==> src/rtl/core/jerk_limited_jog_profile_core_assert.svh <==
// Assertion macros shared by the jog profile RTL.
`ifndef JERK_LIMITED_JOG_PROFILE_CORE_ASSERT_SVH
`define JERK_LIMITED_JOG_PROFILE_CORE_ASSERT_SVH
`ifndef NO_ASSERTIONS
`define JLJP_ASSERT_NOW(lbl, clk, rstn, ante, cons) \
  lbl: assert property (@(posedge clk) disable iff (!rstn) (ante) |-> (cons)) \
    else $error("jljp: same-cycle check failed");
`define JLJP_ASSERT_NEXT(lbl, clk, rstn, ante, cons) \
  lbl: assert property (@(posedge clk) disable iff (!rstn) (ante) |=> (cons)) \
    else $error("jljp: next-cycle check failed");
`else
`define JLJP_ASSERT_NOW(lbl, clk, rstn, ante, cons)
`define JLJP_ASSERT_NEXT(lbl, clk, rstn, ante, cons)
`endif
`endif

==> src/rtl/core/jljp_pkg.sv <==
// Shared types, constants and fixed-point helpers of the jog profile core.
`timescale 1ns / 1ps
package jljp_pkg;

  localparam int FRAC_BITS = 32;
  localparam int HALF_W    = 32;
  localparam int ITER_CNT  = 64;
  localparam int CNT_W     = $clog2(ITER_CNT);
  localparam int MUL_STEPS = 4;

  localparam logic [63:0] S64_MAX = {1'b0, {63{1'b1}}};
  localparam logic [63:0] S64_MIN = {1'b1, {63{1'b0}}};

  typedef enum logic [1:0] {
    FN_TICK = 2'd0,
    FN_JOG  = 2'd1,
    FN_STOP = 2'd2,
    FN_LOAD = 2'd3
  } func_t;

  typedef enum logic [1:0] {
    CFG_TICK_PERIOD = 2'd0,
    CFG_JERK_LIMIT  = 2'd1,
    CFG_ACCEL_LIMIT = 2'd2,
    CFG_VEL_LIMIT   = 2'd3
  } cfg_idx_t;

  typedef enum logic [1:0] {
    PLAN_IDLE = 2'd0,
    PLAN_JOG  = 2'd1,
    PLAN_STOP = 2'd2
  } plan_t;

  typedef enum logic [1:0] {
    RG_UP   = 2'd0,
    RG_HOLD = 2'd1,
    RG_DOWN = 2'd2,
    RG_END  = 2'd3
  } region_t;

  typedef enum logic [1:0] {
    AR_MUL  = 2'd0,
    AR_DIV  = 2'd1,
    AR_SQRT = 2'd2
  } arith_op_t;

  typedef struct packed {
    logic      start;
    arith_op_t op;
  } arith_req_t;

  typedef enum logic [4:0] {
    ST_IDLE,
    ST_JSTEP,
    ST_STOP_T0,
    ST_PT_T1,
    ST_PT_KMUL,
    ST_PT_KDIV,
    ST_PT_SEL,
    ST_PT_Q,
    ST_PT_SQRT,
    ST_PT_T2,
    ST_ADV,
    ST_CHECK,
    ST_B1,
    ST_B2,
    ST_B3,
    ST_CMP,
    ST_ACC,
    ST_VMUL,
    ST_VADD,
    ST_PMUL,
    ST_PADD,
    ST_OUT
  } state_t;

  // Product divided by one in Q format, saturating when the quotient overflows.
  function automatic logic [63:0] q_scale(input logic [127:0] p);
    if (p[127:64+FRAC_BITS] != '0) begin
      return '1;
    end
    return p[63+FRAC_BITS:FRAC_BITS];
  endfunction

  function automatic logic [63:0] mag64(input logic signed [63:0] x);
    logic [63:0] neg;
    neg = 64'(-x);
    return x[63] ? neg : 64'(x);
  endfunction

  function automatic logic signed [63:0] from_mag(input logic [63:0] p, input logic neg);
    logic [63:0] n;
    n = 64'(0 - p);
    if (neg) begin
      return p[63] ? $signed(S64_MIN) : $signed(n);
    end
    return p[63] ? $signed(S64_MAX) : $signed(p);
  endfunction

  function automatic logic signed [63:0] sadd_sat(input logic signed [63:0] a,
                                                  input logic signed [63:0] b);
    logic signed [63:0] s;
    s = a + b;
    if (a[63] == b[63] && s[63] != a[63]) begin
      return a[63] ? $signed(S64_MIN) : $signed(S64_MAX);
    end
    return s;
  endfunction

  function automatic logic [63:0] uadd_sat(input logic [63:0] a, input logic [63:0] b);
    logic [64:0] s;
    s = {1'b0, a} + {1'b0, b};
    return s[64] ? '1 : s[63:0];
  endfunction

endpackage

==> src/rtl/core/jljp_arith.sv <==
// Shared multi-cycle multiply, divide and square root unit.
`timescale 1ns / 1ps
`include "jerk_limited_jog_profile_core_assert.svh"
module jljp_arith import jljp_pkg::*; (
  input  logic         clk,
  input  logic         rst_n,
  input  arith_req_t   req,
  input  logic [63:0]  x_hi,
  input  logic [63:0]  x_lo,
  input  logic [63:0]  y,
  output logic         done,
  output logic [127:0] res
);

  logic             busy_r;
  logic             done_r;
  arith_op_t        op_r;
  logic [CNT_W-1:0] cnt_r;
  logic [63:0]      a_r;
  logic [63:0]      b_r;
  logic [63:0]      pp_r;
  logic [1:0]       pp_sh_r;
  logic [127:0]     acc_r;
  logic [127:0]     sh_r;
  logic [66:0]      rem_r;

  logic [HALF_W-1:0] a_half;
  logic [HALF_W-1:0] b_half;
  logic [127:0]      pp_ext;
  logic [63:0]       div_r;
  logic              div_q;
  logic [66:0]       sq_rem;
  logic [66:0]       sq_trial;
  logic              sq_ge;

  always_comb begin
    a_half = cnt_r[1] ? a_r[63:HALF_W] : a_r[HALF_W-1:0];
    b_half = cnt_r[0] ? b_r[63:HALF_W] : b_r[HALF_W-1:0];
    case (pp_sh_r)
      2'd0:    pp_ext = {64'b0, pp_r};
      2'd1:    pp_ext = {32'b0, pp_r, 32'b0};
      default: pp_ext = {pp_r, 64'b0};
    endcase
    // Restoring division step; the bit shifted out of the remainder forces a subtract.
    div_r    = {rem_r[62:0], sh_r[63]};
    div_q    = rem_r[63] || (div_r >= b_r);
    // Digit-by-digit square root step, two radicand bits at a time.
    sq_rem   = {rem_r[64:0], sh_r[127:126]};
    sq_trial = {1'b0, acc_r[63:0], 2'b01};
    sq_ge    = (sq_rem >= sq_trial);
  end

  always_ff @(posedge clk) begin
    if (!rst_n) begin
      busy_r <= 1'b0;
      done_r <= 1'b0;
      op_r   <= AR_MUL;
      cnt_r  <= '0;
    end else begin
      done_r <= 1'b0;
      if (req.start) begin
        op_r  <= req.op;
        cnt_r <= '0;
        unique case (req.op)
          AR_MUL: begin
            a_r    <= x_lo;
            b_r    <= y;
            acc_r  <= '0;
            busy_r <= 1'b1;
          end
          AR_DIV: begin
            b_r <= y;
            if (y == '0 || x_hi >= y) begin
              sh_r   <= '1;
              done_r <= 1'b1;
            end else begin
              rem_r  <= {3'b0, x_hi};
              sh_r   <= {64'b0, x_lo};
              busy_r <= 1'b1;
            end
          end
          AR_SQRT: begin
            sh_r   <= {x_hi, x_lo};
            rem_r  <= '0;
            acc_r  <= '0;
            busy_r <= 1'b1;
          end
          default: begin
            done_r <= 1'b1;
          end
        endcase
      end else if (busy_r) begin
        cnt_r <= cnt_r + 1'b1;
        unique case (op_r)
          AR_MUL: begin
            if (cnt_r < CNT_W'(MUL_STEPS)) begin
              pp_r    <= a_half * b_half;
              pp_sh_r <= 2'(cnt_r[1]) + 2'(cnt_r[0]);
            end
            if (cnt_r != '0) begin
              acc_r <= acc_r + pp_ext;
            end
            if (cnt_r == CNT_W'(MUL_STEPS)) begin
              busy_r <= 1'b0;
              done_r <= 1'b1;
            end
          end
          AR_DIV: begin
            rem_r <= {3'b0, div_q ? 64'(div_r - b_r) : div_r};
            sh_r  <= {sh_r[126:0], div_q};
            if (cnt_r == CNT_W'(ITER_CNT - 1)) begin
              busy_r <= 1'b0;
              done_r <= 1'b1;
            end
          end
          default: begin
            rem_r        <= sq_ge ? 67'(sq_rem - sq_trial) : sq_rem;
            acc_r[63:0]  <= {acc_r[62:0], sq_ge};
            sh_r         <= {sh_r[125:0], 2'b00};
            if (cnt_r == CNT_W'(ITER_CNT - 1)) begin
              busy_r <= 1'b0;
              done_r <= 1'b1;
            end
          end
        endcase
      end
    end
  end

  always_comb begin
    case (op_r)
      AR_MUL:  res = acc_r;
      AR_DIV:  res = {64'b0, sh_r[63:0]};
      default: res = {64'b0, acc_r[63:0]};
    endcase
  end

  assign done = done_r;

  `JLJP_ASSERT_NOW(a_done_not_busy, clk, rst_n, done_r, !busy_r)
  `JLJP_ASSERT_NOW(a_start_when_free, clk, rst_n, req.start, !busy_r && !done_r)
  `JLJP_ASSERT_NEXT(a_mul_goes_busy, clk, rst_n, req.start && req.op == AR_MUL, busy_r)

endmodule

==> config.mk <==
export PLATFORM = sky130hd
export DESIGN_NAME = jljp_arith
export DESIGN_NICKNAME = d
export VERILOG_FILES = /design/src/rtl/core/jljp_pkg.sv /design/src/rtl/core/jljp_arith.sv
export VERILOG_INCLUDE_DIRS = /design/src /design/src/rtl/core
export SDC_FILE = /design/constraint.sdc
export NUM_CORES = 2
export LEC_CHECK = 0
export BUFFER_PORTS_ARGS = -buffer_cell sky130_fd_sc_hd__buf_2
export CORE_MARGIN = 1
export CORE_UTILIZATION = 40
export DETAILED_ROUTE_END_ITERATION = 8
export PLACE_DENSITY = 0.64
export RECOVER_POWER = 100
export SYNTH_ARGS = -nofsm -noshare
export SYNTH_HDL_FRONTEND = slang
export SYNTH_SLANG_ARGS = --single-unit
export TNS_END_PERCENT = 20
==> constraint.sdc <==
create_clock -name clk -period 18.58 [get_ports clk]
set_input_delay 3.716 -clock clk [delete_from_list [all_inputs] [get_ports clk]]
set_output_delay 3.716 -clock clk [all_outputs]
set_load 0.05 [all_outputs]
==> results.cfg <==
[outcome]
status = complete, but fails checks
violations = capacitance limit, slew limit

[synth]
avgSynthCellArea_um2 = 8.58
synth_compound_area_share_pct = 16.0
ys_seq_elements = 525
synth_cell_type_count = 88
synthArstFlopShare_pct = 0
yosysTopAreaCell = fa_1
synthAdderAreaFrac_pct = 33.7
synth_top_family_by_area = adder cells
synth_edf_count = 515
syn_nets = 10400
synthTopCellsByArea = fa_1, edfxtp_1, ha_1, nand2_1, inv_1
synth-simple-area-share_pct = 16.0
synthCells = 8753
synth_top_area_share_pct = 23.9
synth_ff_type = edfxtp_1
yosysWarnings = 0
synth-xor-area-share_pct = 3.45
synthMuxAreaShare_pct = 2.02
seq_area_frac_synth_pct = 20.9
netlist_area_um2 = 75100

[timing]
timing.final.ws_setup_ps = 4560
fin_crit_sh_pct = 75.5
period_needed_ps = 14020
fin_tns_setup_ps = 0
drv_slew = 1239
hold_viol_final = 0
max_freq_mhz = 71.3
grt_setup_unrepaired = false
hold_ws_ps = 539
setup_viol = 0
max_slew_margin_pct = -197
worst_slew_pin_slew_ps = 4450
skew_ps = 43.1

[final_layout]
area_growth_pct = 8.15
num-nets-final = 10500
layout-drive-gt1-share_pct = 5.12

[placement]
place_congestion = 1.03
io_buffers = 325
dp_slack_ps = 8380
hpwl_mm = 271

[route]
drt_wl_total_mm = 338
vias = 67800
via_per_inst = 5.98
wire_per_inst_um = 29.8
drc = 0
firstDrtPassIters = 8
ant_nets = 0
drtIter0Drc = 7545

[clocking]
cts.sinks = 525
postCtsSetupBuffers = 0
cts_tree = done
postCtsHoldBufs = 0
clockRootBuffer = clkbuf_16
cts_max_level = 3
clk_latency_ps = 730
clock_path_buffers = 3
cts_resized = 0
path_clk_slew_ps = 60
numCtsBuffers = 70

[worst_setup_path]
path_cells = clkbuf_1 > inv_1 > clkbuf_1 > or3_1 > nor2_4 > clkbuf_1
r2r_end = pp_r[58]
cp.required_ps = 18770
cpMaxStageDelayCell = clkbuf_1
r2r-start = cnt_r[1]
crit_path_end_kind = register
crit_type = primary input to register
critPathMostFrequentCell = clkbuf_1
crit_fanout = 74
critPathLaunchType = primary input
crit_arrival_ps = 14220
r2r_cells = 27
critPathMaxStageDelay_ps = 3050
ff2ff_setup_slack_ps = 5020

[floorplanning]
die_x_um = 435
rows = 158
core-area_um2 = 186000
initial_core_util_pct = 40.4
die_area_um2 = 190000
io_pins = 326
die_h_um = 435

[global_route]
grt_overflow_total = 0
grt_pass1_wl_mm = 479
grt_max_degree = 195
grtUsageTotal_pct = 35.0
antenna_found_initial = 17
grt_pass1_vias = 67000

[job]
max_cap_violations = 28

[min_path]
min_path_cells = 2
worstHoldPathType = register to register
hold-path-endpoint = cnt_r[5]
hold_start = cnt_r[5]
## routing by layer
| layer | wire (um) | global-route usage [%] | share of wire, % | vias up |
|---|---|---|---|---|
| met5 | 53 | 0 | 0.016 | - |
| met4 | 33200 | 28.4 | 9.8 | 8 |
| met3 | 30500 | 7.23 | 9.0 | 891 |
| met2 | 145000 | 52.4 | 43 | 3784 |
| met1 | 129000 | 43.8 | 38 | 33800 |
| li1 | - | - | - | 29300 |
## cells by family (layout without fill, tap and decap cells)
group,after synthesis,after routing
and+or+nand+nor,2838,2838
adders and majority gates,1484,1484
AOI/OAI and AO/OA,1864,1864
other,0,9
buffers and inverters,1599,1696
muxes,147,147
xor gates and xnor gates,296,296
DFF,525,525
## cells in the final DEF, fill, tap and decap left out, types with 32 or more instances in the layout
cell | netlist | routed
nand2_1 | 1162 | 1160
inv_1 | 1129 | 1127
nor2_1 | 1097 | 1093
fa_1 | 898 | 898
a21oi_1 | 604 | 604
ha_1 | 586 | 586
edfxtp_1 | 515 | 515
o21ai_0 | 381 | 375
clkbuf_1 | 431 | 256
a21o_1 | 239 | 239
xnor2_1 | 185 | 185
nand4_1 | 141 | 141
xor2_1 | 111 | 111
and2_1 | 143 | 106
buf_2 | 18 | 105
buf_4 | 1 | 93
o21bai_1 | 84 | 84
mux2i_1 | 108 | 81
clkbuf_16 | 0 | 72
a311oi_1 | 68 | 67
nor3_1 | 65 | 64
a2bb2oi_1 | 63 | 63
nand3_1 | 58 | 58
o21a_1 | 47 | 47
a31oi_1 | 39 | 39
mux2_2 | 37 | 37
and2_0 | 0 | 36
o211ai_1 | 34 | 34
nor2b_1 | 33 | 32
## how the worst max path moves through the flow
stage / depth (start not counted) / start / end
after floorplan: 2 / req[0] / sh_r[0]
after global placement: 28 / cnt_r[0] / pp_r[58]
after detailed placement: 28 / cnt_r[0] / pp_r[58]
after CTS: 28 / cnt_r[0] / pp_r[58]
after global routing: 6 / req[2] / a_r[57]
final: 6 / req[2] / a_r[57]
## worst max-delay path: cells and delay by family
family / cells / cell delay (ps)
buffers and inverters: 4 / 9050
AND/OR/NAND/NOR: 2 / 1190
## metrics by stage
stage	cell area (um^2)	cells	util (%)
2_1_floorplan	75100	8753	-
3_3_place_gp	79300	11200	42.7
3_5_place_dp	79300	11200	42.7
4_1_cts	81600	11300	43.9
5_1_grt	81200	11300	43.7
6_report	81200	11300	43.7
## state kept, by name (all words and copies together) (netlist names), 2 cells and up
| register | count |
|---|---|
| acc_r | 128 |
| rem_r | 65 |
| pp_sh_r | 2 |
| sh_r | 128 |
| op_r | 2 |
| b_r | 64 |
| pp_r | 64 |
| cnt_r | 6 |
| a_r | 64 |
## synthesized netlist by cell type, types with 22 or more instances
cell and number:
a2bb2oi_1 63, edfxtp_1 515, o21ai_0 381, o31ai_1 30, a31oi_1 39, fa_1 898, nand4_1 141, nor3_1 65
and3_1 24, nand2b_1 30, nor2_1 1097, nor2b_1 33, o21ai_1 29, mux2i_1 108, and2_1 143, a21boi_0 24
nand3_1 58, o21bai_1 84, xor2_1 111, a21o_1 239, o21a_1 47, inv_1 1129, xnor2_1 185, o211ai_1 34
clkbuf_1 431, a21oi_1 604, a311oi_1 68, a221o_1 25, a211oi_1 22, ha_1 586, nand2_1 1162, nor4_1 31
mux2_2 37
## area by class of cell
cell class | count | area, um^2
Tap cell | 2480 | 3100
Clock inverter | 40 | 424
Antenna cell | 9 | 22.5
Sequential cell | 525 | 15700
Fill cell | 18500 | 105000
Inverter | 1129 | 4240
Timing Repair Buffer | 441 | 2150
Clock buffer | 86 | 1850
Multi-Input combinational cell | 6629 | 53800
Power is left out: the tool's default activity adds up to more than one toggle a clock period on the data nets, which glitch-free logic cannot reach.
